`config.mk`:
```
export PLATFORM = sky130hd
export DESIGN_NAME = mesh_relay_path_rewriter_flat
export DESIGN_NICKNAME = d
export VERILOG_FILES = /design/src/rtl/mrp_pkg.sv /design/src/rtl/mrp_intf.sv /design/src/rtl/mesh_relay_path_rewriter.sv /design/src/rtl/mrp_front.sv /design/src/rtl/mrp_queue.sv /design/src/rtl/mrp_back.sv /design/src/flat_wrapper.sv
export SDC_FILE = /design/constraint.sdc
export NUM_CORES = 1
export LEC_CHECK = 0
export ABC_AREA = 1
export BUFFER_PORTS_ARGS = -buffer_cell sky130_fd_sc_hd__buf_2
export CORE_ASPECT_RATIO = 1.2
export CORE_MARGIN = 2
export CORE_UTILIZATION = 30
export CTS_CLUSTER_DIAMETER = 100
export DETAILED_ROUTE_END_ITERATION = 12
export SLEW_MARGIN = 10
export SYNTH_ARGS = -nofsm -noshare
export SYNTH_HDL_FRONTEND = slang
export SYNTH_SLANG_ARGS = --single-unit
```
`constraint.sdc`:
```
create_clock -name clock -period 8.9 [get_ports clock]
set_input_delay 0.89 -clock clock [delete_from_list [all_inputs] [get_ports clock]]
set_output_delay 0.89 -clock clock [all_outputs]
set_load 0.005 [all_outputs]
```
`src/rtl/mrp_pkg.sv`:
```
// ============================================================================
// mrp_pkg - shared types and constants of the mesh relay path rewriter
// Queue entry layout, register indexes, default limits and hop id byte select.
// ============================================================================
`default_nettype none

package mrp_pkg;

   localparam int DEF_PATH_LIMIT   = 64;
   localparam int DEF_PACKET_LIMIT = 255;

   // entries of the queue between front and back end
   localparam int QUEUE_DEPTH = 4;
   localparam int QUEUE_AW    = $clog2(QUEUE_DEPTH);

   localparam int CSR_IDX_W  = 1;
   localparam int CSR_DATA_W = 32;

   localparam logic [CSR_IDX_W-1:0] CSR_RELAY_ENABLE = 1'd0;
   localparam logic [CSR_IDX_W-1:0] CSR_OWN_HOP_ID   = 1'd1;

   // route_kind codes
   localparam logic [1:0] RK_FLOOD            = 2'd0;
   localparam logic [1:0] RK_TRANSPORT_FLOOD  = 2'd1;
   localparam logic [1:0] RK_DIRECT           = 2'd2;
   localparam logic [1:0] RK_TRANSPORT_DIRECT = 2'd3;

   localparam logic [5:0] HOP_COUNT_MAX = 6'h3F;

   // one unit of work for the back end: a byte followed by 0..4 hop id bytes,
   // or a drop marker
   typedef struct packed {
      logic [7:0] first_byte;
      logic [2:0] extra;
      logic       last;
      logic       drop;
   } job_type;

   typedef struct packed {
      logic full;
      logic empty;
   } queue_status_type;

   function automatic logic [7:0] own_byte(input logic [31:0] id, input logic [1:0] sel);
      logic [7:0] result;
      case (sel)
         2'd0:    result = id[7:0];
         2'd1:    result = id[15:8];
         2'd2:    result = id[23:16];
         default: result = id[31:24];
      endcase
      return result;
   endfunction

endpackage

`default_nettype wire

```
`src/rtl/mrp_intf.sv`:
```
// ============================================================================
// mrp_intf - channel interfaces of the mesh relay path rewriter
// Packet byte input, rewritten byte output and register write channel.
// ============================================================================
`default_nettype none

interface mrp_req_if;
   logic       valid;
   logic       ready;
   logic [7:0] data_byte;
   logic       end_of_packet;
   logic [1:0] route_kind;

   modport source (output valid, data_byte, end_of_packet, route_kind, input ready);
   modport sink   (input valid, data_byte, end_of_packet, route_kind, output ready);
endinterface

interface mrp_rsp_if;
   logic       valid;
   logic       ready;
   logic [7:0] out_byte;
   logic       has_byte;
   logic       out_last;
   logic       drop;

   modport source (output valid, out_byte, has_byte, out_last, drop, input ready);
   modport sink   (input valid, out_byte, has_byte, out_last, drop, output ready);
endinterface

interface mrp_csr_if;
   logic        valid;
   logic        ready;
   logic [0:0]  index;
   logic [31:0] data;

   modport source (output valid, index, data, input ready);
   modport sink   (input valid, index, data, output ready);
endinterface

`default_nettype wire

```
`src/rtl/mesh_relay_path_rewriter.sv`:
```
// ============================================================================
// mesh_relay_path_rewriter - relayed form of a received mesh packet
// Byte stream in, rewritten byte stream out: path length rewrite, own hop
// append on flood routes, own hop check and strip on direct routes.
// ============================================================================
//
//  channel  dir  transaction carries
//  req      in   data_byte, end_of_packet, route_kind (one packet byte)
//  rsp      out  out_byte, has_byte, out_last, drop (one result)
//  csr      in   index, data (0 relay_enable, 1 own_hop_id); always ready
//
//  One input byte is accepted per cycle while the job queue has room.
//  A byte emits its results one per cycle from the back end, unless rsp
//  stalls; bytes that append this node's hop give 1 + hop size, others one.
//  The four-entry job queue absorbs those bursts; output is a register slot.
//  Synchronous active-high reset clears parser state, queue and output valid.
//
`default_nettype none

module mesh_relay_path_rewriter
   import mrp_pkg::*;
#(
   parameter int PATH_LIMIT   = DEF_PATH_LIMIT,
   parameter int PACKET_LIMIT = DEF_PACKET_LIMIT
) (
   input  wire logic clock,
   input  wire logic reset,
   mrp_req_if.sink   req,
   mrp_rsp_if.source rsp,
   mrp_csr_if.sink   csr
);

   logic             relay_enable_ff;
   logic [31:0]      own_hop_id_ff;

   logic             push;
   logic             pop;
   job_type          push_job;
   job_type          head_job;
   queue_status_type q_status;

   assign csr.ready = 1'b1;

   always_ff @(posedge clock) begin
      if (reset) begin
         relay_enable_ff <= 1'b0;
         own_hop_id_ff   <= 32'd0;
      end else if (csr.valid) begin
         case (csr.index)
            CSR_RELAY_ENABLE: relay_enable_ff <= csr.data[0];
            CSR_OWN_HOP_ID:   own_hop_id_ff   <= csr.data;
            default:          ;
         endcase
      end
   end

   mrp_front #(
      .PATH_LIMIT   (PATH_LIMIT),
      .PACKET_LIMIT (PACKET_LIMIT)
   ) u_front (
      .clock        (clock),
      .reset        (reset),
      .req          (req),
      .relay_enable (relay_enable_ff),
      .own_hop_id   (own_hop_id_ff),
      .q_status     (q_status),
      .push         (push),
      .push_job     (push_job)
   );

   mrp_queue u_queue (
      .clock    (clock),
      .reset    (reset),
      .push     (push),
      .push_job (push_job),
      .pop      (pop),
      .head_job (head_job),
      .status   (q_status)
   );

   mrp_back u_back (
      .clock      (clock),
      .reset      (reset),
      .head_job   (head_job),
      .q_status   (q_status),
      .own_hop_id (own_hop_id_ff),
      .pop        (pop),
      .rsp        (rsp)
   );

endmodule

`default_nettype wire

```
`src/rtl/mrp_front.sv`:
```
// ============================================================================
// mrp_front - packet parser and classifier
// Tracks packet phase per byte, checks and rewrites the path length, decides
// rejection, pushes one job per byte that yields results or ends the packet.
// ============================================================================
`default_nettype none

module mrp_front
   import mrp_pkg::*;
#(
   parameter int PATH_LIMIT   = DEF_PATH_LIMIT,
   parameter int PACKET_LIMIT = DEF_PACKET_LIMIT
) (
   input  wire logic             clock,
   input  wire logic             reset,
   mrp_req_if.sink               req,
   input  wire logic             relay_enable,
   input  wire logic [31:0]      own_hop_id,
   input  wire queue_status_type q_status,
   output      logic             push,
   output      job_type          push_job
);

   localparam int CNT_W = $clog2(PACKET_LIMIT + 1);
   localparam int SUM_W = CNT_W + 1;

   typedef enum logic [2:0] {
      PH_HEADER,
      PH_TRANSPORT,
      PH_PATHLEN,
      PH_PATH,
      PH_PAYLOAD
   } phase_type;

   phase_type        phase_ff, phase_in;
   logic [1:0]       route_ff, route_in;
   logic [2:0]       hop_size_ff, hop_size_in;
   logic [7:0]       left_ff, left_in;
   logic [2:0]       bip_ff, bip_in;
   logic [CNT_W-1:0] count_ff, count_in;
   logic             swallow_ff, swallow_in;

   logic             accept;
   logic             has_first;
   logic [7:0]       first_byte;
   logic [2:0]       extra;
   logic             reject;
   logic [2:0]       n_results;
   logic [SUM_W-1:0] count_sum;
   logic [5:0]       cnt;
   logic [6:0]       cnt_p1;
   logic [2:0]       hs_new;
   logic [8:0]       flood_len;
   logic [7:0]       left_dec;
   logic             direct_route;
   logic             marker;

   assign req.ready = !q_status.full;
   assign accept    = req.valid && !q_status.full;

   assign cnt          = req.data_byte[5:0];
   assign cnt_p1       = {1'b0, cnt} + 7'd1;
   assign hs_new       = {1'b0, req.data_byte[7:6]} + 3'd1;
   assign flood_len    = {2'b00, cnt_p1} * {6'b0, hs_new};
   assign left_dec     = left_ff - 8'd1;
   assign direct_route = route_ff[1];

   always_comb begin
      phase_in    = phase_ff;
      route_in    = route_ff;
      hop_size_in = hop_size_ff;
      left_in     = left_ff;
      bip_in      = bip_ff;
      count_in    = count_ff;
      swallow_in  = swallow_ff;
      has_first   = 1'b0;
      first_byte  = req.data_byte;
      extra       = 3'd0;
      reject      = 1'b0;

      if (!swallow_ff) begin
         case (phase_ff)
            PH_HEADER: begin
               route_in = req.route_kind;
               if (!relay_enable) begin
                  reject = 1'b1;
               end else begin
                  has_first = 1'b1;
                  bip_in    = 3'd0;
                  phase_in  = req.route_kind[0] ? PH_TRANSPORT : PH_PATHLEN;
               end
            end
            PH_TRANSPORT: begin
               has_first = 1'b1;
               bip_in    = bip_ff + 3'd1;
               if (bip_ff + 3'd1 >= 3'd4) begin
                  bip_in   = 3'd0;
                  phase_in = PH_PATHLEN;
               end
            end
            PH_PATHLEN: begin
               hop_size_in = hs_new;
               left_in     = 8'({2'b00, cnt} * {5'b0, hs_new});
               bip_in      = 3'd0;
               if (!direct_route) begin
                  if (cnt == HOP_COUNT_MAX || flood_len > 9'(PATH_LIMIT)) begin
                     reject = 1'b1;
                  end else begin
                     has_first  = 1'b1;
                     first_byte = {req.data_byte[7:6], cnt_p1[5:0]};
                     if (cnt == 6'd0) begin
                        extra    = hs_new;
                        phase_in = PH_PAYLOAD;
                     end else begin
                        phase_in = PH_PATH;
                     end
                  end
               end else begin
                  if (cnt == 6'd0) begin
                     reject = 1'b1;
                  end else begin
                     has_first  = 1'b1;
                     first_byte = {req.data_byte[7:6], cnt - 6'd1};
                     phase_in   = PH_PATH;
                  end
               end
            end
            PH_PATH: begin
               left_in = left_dec;
               if (!direct_route) begin
                  has_first = 1'b1;
                  if (left_dec == 8'd0) begin
                     extra    = hop_size_ff;
                     phase_in = PH_PAYLOAD;
                  end
               end else begin
                  // leading hop must be ours; it is stripped
                  if (bip_ff < hop_size_ff) begin
                     if (req.data_byte != own_byte(own_hop_id, bip_ff[1:0])) begin
                        reject = 1'b1;
                     end
                     bip_in = bip_ff + 3'd1;
                  end else begin
                     has_first = 1'b1;
                  end
                  if (left_dec == 8'd0) begin
                     phase_in = PH_PAYLOAD;
                  end
               end
            end
            default: begin
               has_first = 1'b1;
            end
         endcase
      end

      n_results = {2'b00, has_first} + extra;
      count_sum = {1'b0, count_ff} + SUM_W'(n_results);
      if (!swallow_ff && !reject && count_sum > SUM_W'(PACKET_LIMIT)) begin
         reject = 1'b1;
      end
      if (reject) begin
         swallow_in = 1'b1;
         n_results  = 3'd0;
      end else if (!swallow_ff) begin
         count_in = count_sum[CNT_W-1:0];
      end

      marker = swallow_in || (phase_in != PH_PAYLOAD) || (n_results == 3'd0);

      push                = 1'b0;
      push_job.first_byte = first_byte;
      push_job.extra      = extra;
      push_job.last       = 1'b0;
      push_job.drop       = 1'b0;
      if (req.end_of_packet) begin
         push = accept;
         if (marker) begin
            push_job.first_byte = 8'd0;
            push_job.extra      = 3'd0;
            push_job.drop       = 1'b1;
         end
         push_job.last = 1'b1;
      end else begin
         push = accept && (n_results != 3'd0);
      end
   end

   always_ff @(posedge clock) begin
      if (reset) begin
         phase_ff    <= PH_HEADER;
         route_ff    <= RK_FLOOD;
         hop_size_ff <= 3'd1;
         left_ff     <= 8'd0;
         bip_ff      <= 3'd0;
         count_ff    <= '0;
         swallow_ff  <= 1'b0;
      end else if (accept) begin
         if (req.end_of_packet) begin
            phase_ff    <= PH_HEADER;
            route_ff    <= RK_FLOOD;
            hop_size_ff <= 3'd1;
            left_ff     <= 8'd0;
            bip_ff      <= 3'd0;
            count_ff    <= '0;
            swallow_ff  <= 1'b0;
         end else begin
            phase_ff    <= phase_in;
            route_ff    <= route_in;
            hop_size_ff <= hop_size_in;
            left_ff     <= left_in;
            bip_ff      <= bip_in;
            count_ff    <= count_in;
            swallow_ff  <= swallow_in;
         end
      end
   end

endmodule

`default_nettype wire

```
`src/rtl/mrp_queue.sv`:
```
// ============================================================================
// mrp_queue - job queue between front and back end
// Small register FIFO that lets the parser and the emitter stall apart.
// ============================================================================
`default_nettype none

module mrp_queue
   import mrp_pkg::*;
(
   input  wire logic       clock,
   input  wire logic       reset,
   input  wire logic       push,
   input  wire job_type    push_job,
   input  wire logic       pop,
   output      job_type    head_job,
   output queue_status_type status
);

   localparam logic [QUEUE_AW:0] DEPTH_VAL = (QUEUE_AW + 1)'(QUEUE_DEPTH);

   job_type             entry_ff [QUEUE_DEPTH];
   logic [QUEUE_AW-1:0] wr_ptr_ff, rd_ptr_ff;
   logic [QUEUE_AW:0]   count_ff, count_in;

   assign status.full  = (count_ff == DEPTH_VAL);
   assign status.empty = (count_ff == '0);
   assign head_job     = entry_ff[rd_ptr_ff];

   always_comb begin
      count_in = count_ff;
      if (push && !pop) begin
         count_in = count_ff + (QUEUE_AW + 1)'(1);
      end else if (pop && !push) begin
         count_in = count_ff - (QUEUE_AW + 1)'(1);
      end
   end

   always_ff @(posedge clock) begin
      if (push) begin
         entry_ff[wr_ptr_ff] <= push_job;
      end
   end

   always_ff @(posedge clock) begin
      if (reset) begin
         wr_ptr_ff <= '0;
         rd_ptr_ff <= '0;
         count_ff  <= '0;
      end else begin
         if (push) begin
            wr_ptr_ff <= (wr_ptr_ff == QUEUE_AW'(QUEUE_DEPTH - 1)) ? '0
                                                                    : wr_ptr_ff + QUEUE_AW'(1);
         end
         if (pop) begin
            rd_ptr_ff <= (rd_ptr_ff == QUEUE_AW'(QUEUE_DEPTH - 1)) ? '0
                                                                    : rd_ptr_ff + QUEUE_AW'(1);
         end
         count_ff <= count_in;
      end
   end

   a_no_overflow: assert property (@(posedge clock) disable iff (reset)
      status.full |-> !push || pop)
      else $error("job queue overflow");

   a_no_underflow: assert property (@(posedge clock) disable iff (reset)
      pop |-> !status.empty)
      else $error("job queue underflow");

   a_count_bound: assert property (@(posedge clock) disable iff (reset)
      count_ff <= DEPTH_VAL)
      else $error("job queue count out of range");

endmodule

`default_nettype wire

```
`src/rtl/mrp_back.sv`:
```
// ============================================================================
// mrp_back - result emitter
// Expands each job into its output transactions: the byte itself, then any
// appended hop id bytes, or a single drop marker. Output is registered.
// ============================================================================
`default_nettype none

module mrp_back
   import mrp_pkg::*;
(
   input  wire logic             clock,
   input  wire logic             reset,
   input  wire job_type          head_job,
   input  wire queue_status_type q_status,
   input  wire logic [31:0]      own_hop_id,
   output      logic             pop,
   mrp_rsp_if.source             rsp
);

   logic       rsp_valid_ff;
   logic [7:0] out_byte_ff;
   logic       has_byte_ff;
   logic       out_last_ff;
   logic       drop_ff;

   logic       busy_ff;
   logic [1:0] idx_ff;
   logic [2:0] extra_ff;
   logic       last_ff;

   logic       slot_free;
   logic       final_hop;

   assign slot_free = !rsp_valid_ff || rsp.ready;
   assign pop       = slot_free && !busy_ff && !q_status.empty;
   assign final_hop = ({1'b0, idx_ff} + 3'd1) == extra_ff;

   assign rsp.valid    = rsp_valid_ff;
   assign rsp.out_byte = out_byte_ff;
   assign rsp.has_byte = has_byte_ff;
   assign rsp.out_last = out_last_ff;
   assign rsp.drop     = drop_ff;

   always_ff @(posedge clock) begin
      if (reset) begin
         rsp_valid_ff <= 1'b0;
         busy_ff      <= 1'b0;
         idx_ff       <= 2'd0;
      end else if (slot_free) begin
         if (busy_ff) begin
            // appended hop id bytes
            rsp_valid_ff <= 1'b1;
            out_byte_ff  <= own_byte(own_hop_id, idx_ff);
            has_byte_ff  <= 1'b1;
            out_last_ff  <= last_ff && final_hop;
            drop_ff      <= 1'b0;
            idx_ff       <= idx_ff + 2'd1;
            if (final_hop) begin
               busy_ff <= 1'b0;
            end
         end else if (!q_status.empty) begin
            rsp_valid_ff <= 1'b1;
            out_byte_ff  <= head_job.first_byte;
            has_byte_ff  <= !head_job.drop;
            out_last_ff  <= head_job.last && (head_job.extra == 3'd0);
            drop_ff      <= head_job.drop;
            extra_ff     <= head_job.extra;
            last_ff      <= head_job.last;
            idx_ff       <= 2'd0;
            busy_ff      <= (head_job.extra != 3'd0);
         end else begin
            rsp_valid_ff <= 1'b0;
         end
      end
   end

   a_busy_has_hops: assert property (@(posedge clock) disable iff (reset)
      busy_ff |-> extra_ff != 3'd0 && {1'b0, idx_ff} < extra_ff)
      else $error("hop expansion index out of range");

   a_busy_output_held: assert property (@(posedge clock) disable iff (reset)
      busy_ff |-> rsp_valid_ff)
      else $error("hop expansion without a pending output");

   a_marker_form: assert property (@(posedge clock) disable iff (reset)
      rsp_valid_ff && drop_ff |-> out_last_ff && !has_byte_ff && !busy_ff)
      else $error("malformed drop marker");

endmodule

`default_nettype wire
```
`src/flat_wrapper.sv`:
```
// flat-port wrapper written by rule: the top's interface ports become plain ports
module mesh_relay_path_rewriter_flat import mrp_pkg::*;
#(
   parameter int PATH_LIMIT   = DEF_PATH_LIMIT,
   parameter int PACKET_LIMIT = DEF_PACKET_LIMIT
)
  (clock, reset, req_valid, req_data_byte, req_end_of_packet, req_route_kind, req_ready, rsp_valid, rsp_out_byte, rsp_has_byte, rsp_out_last, rsp_drop, rsp_ready, csr_valid, csr_index, csr_data, csr_ready);
  mrp_req_if req_i ();
  mrp_rsp_if rsp_i ();
  mrp_csr_if csr_i ();
  input  wire logic clock;
  input  wire logic reset;
  input wire logic [$bits(req_i.valid)-1:0] req_valid;
  input wire logic [$bits(req_i.data_byte)-1:0] req_data_byte;
  input wire logic [$bits(req_i.end_of_packet)-1:0] req_end_of_packet;
  input wire logic [$bits(req_i.route_kind)-1:0] req_route_kind;
  output wire logic [$bits(req_i.ready)-1:0] req_ready;
  output wire logic [$bits(rsp_i.valid)-1:0] rsp_valid;
  output wire logic [$bits(rsp_i.out_byte)-1:0] rsp_out_byte;
  output wire logic [$bits(rsp_i.has_byte)-1:0] rsp_has_byte;
  output wire logic [$bits(rsp_i.out_last)-1:0] rsp_out_last;
  output wire logic [$bits(rsp_i.drop)-1:0] rsp_drop;
  input wire logic [$bits(rsp_i.ready)-1:0] rsp_ready;
  input wire logic [$bits(csr_i.valid)-1:0] csr_valid;
  input wire logic [$bits(csr_i.index)-1:0] csr_index;
  input wire logic [$bits(csr_i.data)-1:0] csr_data;
  output wire logic [$bits(csr_i.ready)-1:0] csr_ready;
  assign req_i.valid = req_valid;
  assign req_i.data_byte = req_data_byte;
  assign req_i.end_of_packet = req_end_of_packet;
  assign req_i.route_kind = req_route_kind;
  assign req_ready = req_i.ready;
  assign rsp_valid = rsp_i.valid;
  assign rsp_out_byte = rsp_i.out_byte;
  assign rsp_has_byte = rsp_i.has_byte;
  assign rsp_out_last = rsp_i.out_last;
  assign rsp_drop = rsp_i.drop;
  assign rsp_i.ready = rsp_ready;
  assign csr_i.valid = csr_valid;
  assign csr_i.index = csr_index;
  assign csr_i.data = csr_data;
  assign csr_ready = csr_i.ready;
  mesh_relay_path_rewriter #(.PATH_LIMIT(PATH_LIMIT), .PACKET_LIMIT(PACKET_LIMIT)) u_core (.clock(clock), .reset(reset), .req(req_i), .rsp(rsp_i), .csr(csr_i));
endmodule
```
==> summary.md, run 1 <==
| Metric | Value |
|---|---|
| Status | `completed` |
| Max Cap Viol | `0` |
| Crit start category | `input port` |
| Area delta synth->final | `13.9%` |
| Final wirelength | `21800 µm` |
| Post-synth top flop | `dfxtp_1` |
| Proportion of layout cells with a drive suffix above 1 | `0.131` |
| Cts hold-fix bufs | `0` |
| Power after layout | `2130 µW` |
| Slowest-stage cell, CP | `ha_1` |
| Max Clock Skew | `0.0120 ns` |
| Mean Syn Cell Area | `7.79 µm²` |
| DIE AREA | `0.0296 mm²` |
| Register-to-Register Path Depth | `31` |
| Wire per inst | `14.4 µm` |
| Number of flops mapped to enable cells by yosys | `67` |
| Final Util | `0.346` |
| Worst VDD drop | `0.131 mV` |
| Power density over the cells | `221 mW/mm²` |
| Total CTS buffers | `17` |
| CP required | `9.20 ns` |
| CTS Buffer Depth | `2` |
| Pre-CTS setup slack | `1.58 ns` |
| NetSw | `727 µW` |
| Switch share | `0.342` |
| DRC errors left | `0` |
| Crit path top cell by count | `nand2_1` |
| Worst R2R Setup Slack | `3.90 ns` |
| Comb power frac | `0.268` |
| CP Max Fanout | `14` |
| Clk network pwr share | `0.336` |
| Largest net degree at the start of global routing | `55` |
| Clock Root Buffer | `clkbuf_16` |
| Worst slew pin tran | `1.04 ns` |
| Initial core utilization | `0.304` |
| Tot GR Track Use | `0.152` |
| Post-synth top cells | `nand2_1 (224), nor2_1 (171), inv_1 (101)` |
| Cts repair resizes | `0` |
| Seq/Total Area, Yosys | `0.410` |
| IO buf count | `61` |
| Die width | `157 µm` |
| Hold Crit Class | `reg -> reg` |
| Most frequent cell after synthesis | `nand2_1` |
| Routability congestion estimate from global placement | `0.906` |
| Total grt overflow | `0` |
| Final worst slack | `1.98 ns` |
| Hold path depth | `2` |
| Highest Clock Rate | `144 MHz` |
| Number of synthesized register bits | `140` |
| R2R Path Start | `u_core.u_front.left_ff[0]` |
| Worst hold path endpoint | `u_core.u_front.count_ff[5]` |
| CTS tree | `yes` |
| Mapped Nets | `1189` |
| I/O Pins | `63` |
| Crit path DAT | `7.23 ns` |
| Yosys top cell by area | `edfxtp_1` |
| Post-synth cell types | `57` |
| RSZ-0062 raised after global routing | `false` |
| Slowest stage delay, CP | `0.60 ns` |
| Warnings from Yosys | `0` |
| HPWL Detailed | `16200 µm` |
| Setup Crit Path Kind | `in -> reg` |
| Core Rows | `67` |
| Final Hold Viols | `0` |
| DRT iter0 DRCs | `626` |
| # nets final | `1225` |
| Final Cycle Share | `0.778` |
| CTS clk-pin slew, worst paths | `0.06 ns` |
| Asr flop ratio synth | `0` |
| Vias per cell | `4.86` |
| Clock Sink Count | `140` |
| Relative slew slack | `0.306` |
| Leak pwr | `0.00408 µW` |
| Min cycle time layout | `6.92 ns` |
| Post-DRT Antenna Nets | `0` |
| First-pass GRT wire length | `36100 µm` |
| Leading post-synthesis cells by cell area | `edfxtp_1 (24%), dfxtp_1 (17%), nand2_1 (9.9%), nor2_1 (7.6%), ha_1 (6.1%)` |
| Fin. max-slew vios | `0` |
| Top-area cell type share of the netlist area | `0.238` |
| CP Launch Point | `req_data_byte[6]` |
| Worst hold slack | `0.484 ns` |
| Chip Height | `188 µm` |
| Worst R2R End | `u_core.u_queue.count_ff[2]` |
| Vias | `7360` |
| H-tree levels | `4` |
| Initial antenna violation count | `0` |
| Drt pass-1 iters | `6` |
| Critical Path End Type | `register` |
| Hold path startpoint | `u_core.u_front.count_ff[5]` |
| Vias in the first global route | `7169` |
| Instance count of the mapped netlist | `1086` |
| Flop pwr share | `0.396` |
| Postcts setup bufs | `0` |
| Placeable Area | `0.0278 mm²` |
| Fin Setup TNS | `0 ns` |
| Mapped Area | `0.00846 mm²` |
| Clk_lat worst skew | `0.42 ns` |
| Internal cell power | `1400 µW` |
| Diode count | `0` |
| Final setup vio count | `0` |
[placed cells by master (no fill, tap or decap), drive strengths merged, types with 15 or more instances in the layout]
| master | netlist | final |
|---|---|---|
| o21ai | 102 | 102 |
| nand3 | 58 | 58 |
| nand2 | 228 | 228 |
| ha | 41 | 41 |
| buf | 22 | 65 |
| inv | 114 | 122 |
| xor2 | 15 | 15 |
| dfxtp | 73 | 73 |
| a21oi | 74 | 74 |
| clkbuf | 26 | 22 |
| nor2 | 177 | 177 |
| edfxtp | 67 | 67 |
[state kept, by name, indices dropped and copies added (netlist names), 8 cells and up, named ones only]
name	cells
u_core.own_hop_id_ff	32
u_core.u_front.count_ff	8
u_core.u_front.left_ff	8
u_core.u_queue.entry_ff	52
u_core.u_back.rsp.out_byte	8
[layer usage]
layer  routed length (µm)  global-route usage  part of all wire  up-vias
met2                10600               0.258              0.48      171
met1                 9980               0.202              0.46     3496
li1                     -                   -                 -     3671
met4                  325              0.0402             0.015        0
met5                    0                   0                 0        -
met3                  946              0.0240             0.043       22
[worst max path at each step]
stage                                         end  cells past startpoint  slack, ns
floorplan              u_core.u_queue.count_ff[2]                     37       2.39
global placement       u_core.u_queue.count_ff[2]                     37       1.78
CTS                 u_core.u_queue.entry_ff[1][4]                     30       1.99
finish                 u_core.u_queue.count_ff[2]                     37       1.98
detailed placement  u_core.u_queue.entry_ff[1][5]                     30       1.58
global route           u_core.u_queue.count_ff[2]                     37       1.41
[area by class of cell]
| type | instances | area, µm² |
|---|---|---|
| well taps | 379 | 474 |
| clock inverters | 10 | 86.3 |
| clock buffers | 22 | 518 |
| repair buffers | 65 | 335 |
| fillers | 2967 | 18200 |
| multi-input cells | 782 | 4310 |
| inverters | 116 | 440 |
| flip-flops and latches | 140 | 3470 |
[critical path, delay by kind of cell]
kind	cells	cell delay [ns]
fa+ha+maj	9	3.24
simple gates	18	1.94
compound gates	6	0.78
buf+inv	4	0.35
[cells by family (layout without fill, tap and decap cells)]
| family | after synthesis | in the layout | synth area share |
|---|---|---|---|
| AOI/OAI and AO/OA | 225 | 225 | 0.155 |
| xor gates and xnor gates | 18 | 18 | 0.0186 |
| adders and majority gates | 54 | 54 | 0.0914 |
| buffers and inverters | 164 | 213 | 0.0801 |
| DFF | 140 | 140 | 0.410 |
| other | 1 | 1 | 0.000443 |
| and+or+nand+nor | 484 | 484 | 0.244 |
[power groups by stage]
stage | Sequential (µW) | Combinational [µW] | Clock, µW
after global placement | 856 | 563 | 0
after floorplan | 831 | 420 | 0
after detailed placement | 857 | 571 | 0
final | 842 | 570 | 715
after global routing | 854 | 653 | 753
after CTS | 843 | 575 | 728
[per-stage QoR]
stage                     cell area, µm²  std cells
after detailed placement            9030       1482
after global routing                9640       1514
after global placement              9030       1482
after floorplan                     8460       1086
final                               9640       1514
after CTS                           9640       1514
No activity file was read; power rests on OpenSTA's default activity.
==> run 2, diff against run 1 <==
Settings changed: ABC_AREA 1 to 0.
Clock period 8.9 ns to 5.95 ns, I/O delays scaled along.
==> run 2 against run 1 <==
The flow now finishes with violations (setup timing). Die area down 2.4%. Wire length up 3.2%. Clock power up 39%. Highest routed layer unchanged.
==> summary.md, run 2 <==
| Metric | Value |
|---|---|
| Final Util | `0.403 (+0.0569)` |
| Post-Synth Adder-Cell Area | `0.0937 (+0.00230)` |
| Post-DRT Antenna Nets | `0 (unchanged)` |
| Worst slew pin tran | `1.02 ns (-0.0162 ns)` |
| Failing checks | `setup timing` |
| Total grt overflow | `0 (unchanged)` |
| Final Cycle Share | `1.06` |
| IO buf count | `61 (unchanged)` |
| Total CTS buffers | `17 (unchanged)` |
| Post-synth top flop | `dfxtp_1` |
| Vias in the first global route | `6819 (-4.9%)` |
| Critical Path End Type | `register` |
| Number of flops mapped to enable cells by yosys | `67 (unchanged)` |
| Drt pass-1 iters | `6 (unchanged)` |
| Crit start category | `input port` |
| First-pass GRT wire length | `35800 µm (-0.94%)` |
| Post-Synth Simple-Gate Area | `0.184 (-0.0604)` |
| Leading post-synthesis cells by cell area | `edfxtp_1 (24%), dfxtp_1 (18%), ha_1 (6.2%), nand2_1 (5.9%), a21oi_1 (3.5%)` |
| Post-synthesis compound-gate area fraction | `0.158 (+0.00314)` |
| Most frequent cells in the layout | `nand2_1 (125), buf_4 (92), dfxtp_1 (73)` |
| Crit path DAT | `6.66 ns (-0.57 ns)` |
| Crit path top cell by count | `ha_4` |
| Worst hold slack | `0.404 ns (-0.0802 ns)` |
| Pre-CTS setup slack | `-0.994 ns (-2.57 ns)` |
| Mapped Area | `0.00825 mm² (-2.5%)` |
| RSZ-0062 raised after global routing | `true` |
| Fin Setup TNS | `-10.27 ns (-10.27 ns)` |
| Highest Clock Rate | `158 MHz` |
| Post-synth cell types | `77 (+35%)` |
| Wire per inst | `16.5 µm (+15%)` |
| I/O Pins | `63 (unchanged)` |
| Diode count | `0 (unchanged)` |
| NetSw | `1020 µW (+40%)` |
| Min cycle time layout | `6.32 ns` |
| H-tree levels | `4 (unchanged)` |
| Asr flop ratio synth | `0 (unchanged)` |
| Area delta synth->final | `32.3%` |
| Largest register FFs | `52 (unchanged)` |
| Largest family of logic cells by synthesized area | `simple AND/OR/NAND/NOR gates` |
| Placeable Area | `0.0271 mm² (-2.7%)` |
| Number of synthesized register bits | `140 (unchanged)` |
| Register-to-Register Path Depth | `26 (-16%)` |
| Routability congestion estimate from global placement | `0.826 (-8.7%)` |
| HPWL Detailed | `16200 µm (about the same)` |
| DIE AREA | `0.0289 mm² (-2.4%)` |
| Tot GR Track Use | `0.159 (+0.00639)` |
| Initial core utilization | `0.305 (+0.000702)` |
| Power after layout | `3140 µW (+47%)` |
| Relative slew slack | `0.317 (+0.0117)` |
| Vias per cell | `5.10 (+4.9%)` |
| DRC errors left | `0 (unchanged)` |
| Setup Crit Path Kind | `in -> reg` |
| CP required | `6.30 ns (-2.90 ns)` |
| Leak pwr | `0.00407 µW (-0.26%)` |
| Final setup vio count | `78 (+78)` |
| Max Cap Viol | `0 (unchanged)` |
| Yosys top cell by area | `edfxtp_1` |
| Hold path depth | `3 (+1)` |
| Mean Syn Cell Area | `9.45 µm² (+21%)` |
| Clock Root Buffer | `clkbuf_16` |
| CP Max Fanout | `5 (-9)` |
| Top flop regs | `u_core.u_queue.entry_ff: 52 flops, u_core.own_hop_id_ff: 32 flops` |
| CTS tree | `yes` |
| Slowest stage delay, CP | `0.58 ns (-0.02 ns)` |
| Instance count of the mapped netlist | `873 (-20%)` |
| Worst VDD drop | `0.164 mV (+25%)` |
| Final wirelength | `22500 µm (+3.2%)` |
| Proportion of layout cells with a drive suffix above 1 | `0.301 (+0.170)` |
| Top-area cell type share of the netlist area | `0.244 (+0.00598)` |
| Clock Sink Count | `140 (unchanged)` |
| Final worst slack | `-0.367 ns (-2.34 ns)` |
| Comb power frac | `0.287 (+0.019)` |
| Switch share | `0.325 (-0.0170)` |
| Vias | `6948 (-5.6%)` |
| Final Hold Viols | `0 (unchanged)` |
| # nets final | `1112 (-9.2%)` |
| Die width | `155 µm (-1.2%)` |
| Status | `complete, but fails checks` |
| Clk network pwr share | `0.317 (-0.019)` |
| Max Clock Skew | `0.00996 ns (-0.00203 ns)` |
| Power density over the cells | `287 mW/mm² (+30%)` |
| Slowest-stage cell, CP | `or4b_4` |
| Xor/xnor share of the synthesized area | `0.0340 (+0.0153)` |
| Fin. max-slew vios | `0 (unchanged)` |
| Chip Height | `186 µm (-1.2%)` |
| Most common cell after layout, fill and taps aside | `nand2_1` |
| Flop pwr share | `0.396 (about the same)` |
| Warnings from Yosys | `0 (unchanged)` |
| Post-synth top cells | `nand2_1 (129), dfxtp_1 (73), edfxtp_1 (67)` |
| DRT iter0 DRCs | `473 (-24%)` |
| Hold path startpoint | `csr_data[3]` |
| Mapped Nets | `976 (-18%)` |
| CTS Buffer Depth | `2 (unchanged)` |
| Most flops, register | `u_core.u_queue.entry_ff` |
| R2R Path Start | `u_core.u_front.left_ff[0]` |
| Seq/Total Area, Yosys | `0.421 (+0.0103)` |
| CP Launch Point | `req_data_byte[1]` |
| Mux share of post-synthesis cell area | `0.0582 (+0.0582)` |
| Clk_lat worst skew | `0.43 ns (about the same)` |
| Most frequent cell after synthesis | `nand2_1` |
| CTS clk-pin slew, worst paths | `0.07 ns (about the same)` |
| Internal cell power | `2120 µW (+51%)` |
| Hold Crit Class | `in -> reg` |
| Core Rows | `66 (-1.5%)` |
| Largest net degree at the start of global routing | `41 (-25%)` |
| Initial antenna violation count | `0 (unchanged)` |
-- run 2: changes by cell type after synthesis, moves of 16 or more --
cell,previous run,this run
nor2_1,171,62
clkbuf_1,26,42
a222oi_1,0,16
nand2_1,224,129
inv_1,101,55
nand3_1,51,16
o21ai_0,95,40
-- run 2: stage by stage --
stage          cells  instance area [µm²]
3_5_place_dp    1305                 9750
2_1_floorplan    873                 8570
3_3_place_gp    1305                 9750
5_1_grt         1362                10900
6_report        1362                10900
4_1_cts         1357                10700
-- run 2: worst paths after layout --
| check | to | slack (ns) |
|---|---|---|
| worst min-delay path | u_core.own_hop_id_ff[3] | 0.40 |
| worst max register to register | u_core.u_queue.count_ff[2] | 0.75 |
| worst min register to register | u_core.own_hop_id_ff[19] | 0.48 |
| worst max-delay path | u_core.u_queue.count_ff[2] | -0.37 |
-- run 2: layout make-up --
type / instances / area, µm²
fillers: 2682 / 16200
multi-input cells: 624 / 4900
flip-flops and latches: 140 / 3470
repair buffers: 170 / 1340
clock buffers: 18 / 429
well taps: 340 / 425
inverters: 56 / 215
clock inverters: 14 / 133
-- run 2: worst max-delay path: cells and delay by family --
family	cells	cell delay (ns)
AO/OA/AOI/OAI	7	1.42
XOR/XNOR	2	0.37
adder cells (fa/ha/maj)	8	2.26
buffers and inverters	3	0.17
AND/OR/NAND/NOR	10	1.84
-- run 2: routing by layer --
metal	global-route usage	up-vias	share of wire
met3	0.0270	30	0.045
li1	-	3412	-
met1	0.196	3330	0.43
met4	0.0657	0	0.023
met2	0.275	176	0.50
met5	0	-	0
-- run 2: power groups by stage --
stage	sequential, µW	combinational (µW)	clock, µW
floorplan	1200	599	0
global placement	1260	810	0
detailed placement	1260	820	0
CTS	1240	862	1010
global route	1260	990	1060
finish	1240	900	995
-- run 2: logic make-up after synthesis --
kind of cell             count (synthesis)
XOR/XNOR                                32
adder cells (fa/ha/maj)                 54
AO/OA/AOI/OAI                          191
flip-flops                             140
buffers and inverters                  109
multiplexers                            32
AND/OR/NAND/NOR                        314
other                                    1
-- run 2: repair_timing --
| item | 4_1_cts | 5_1_grt |
|---|---|---|
| hold buffers | 0 | 0 |
| setup buffers | 16 | 8 |
| setup endpoints to repair | 108 | 112 |
| gates cloned | 5 | 0 |
| pin swaps | 18 | 38 |
| hold endpoints to repair | 0 | 0 |
| resized for setup | 31 | 37 |
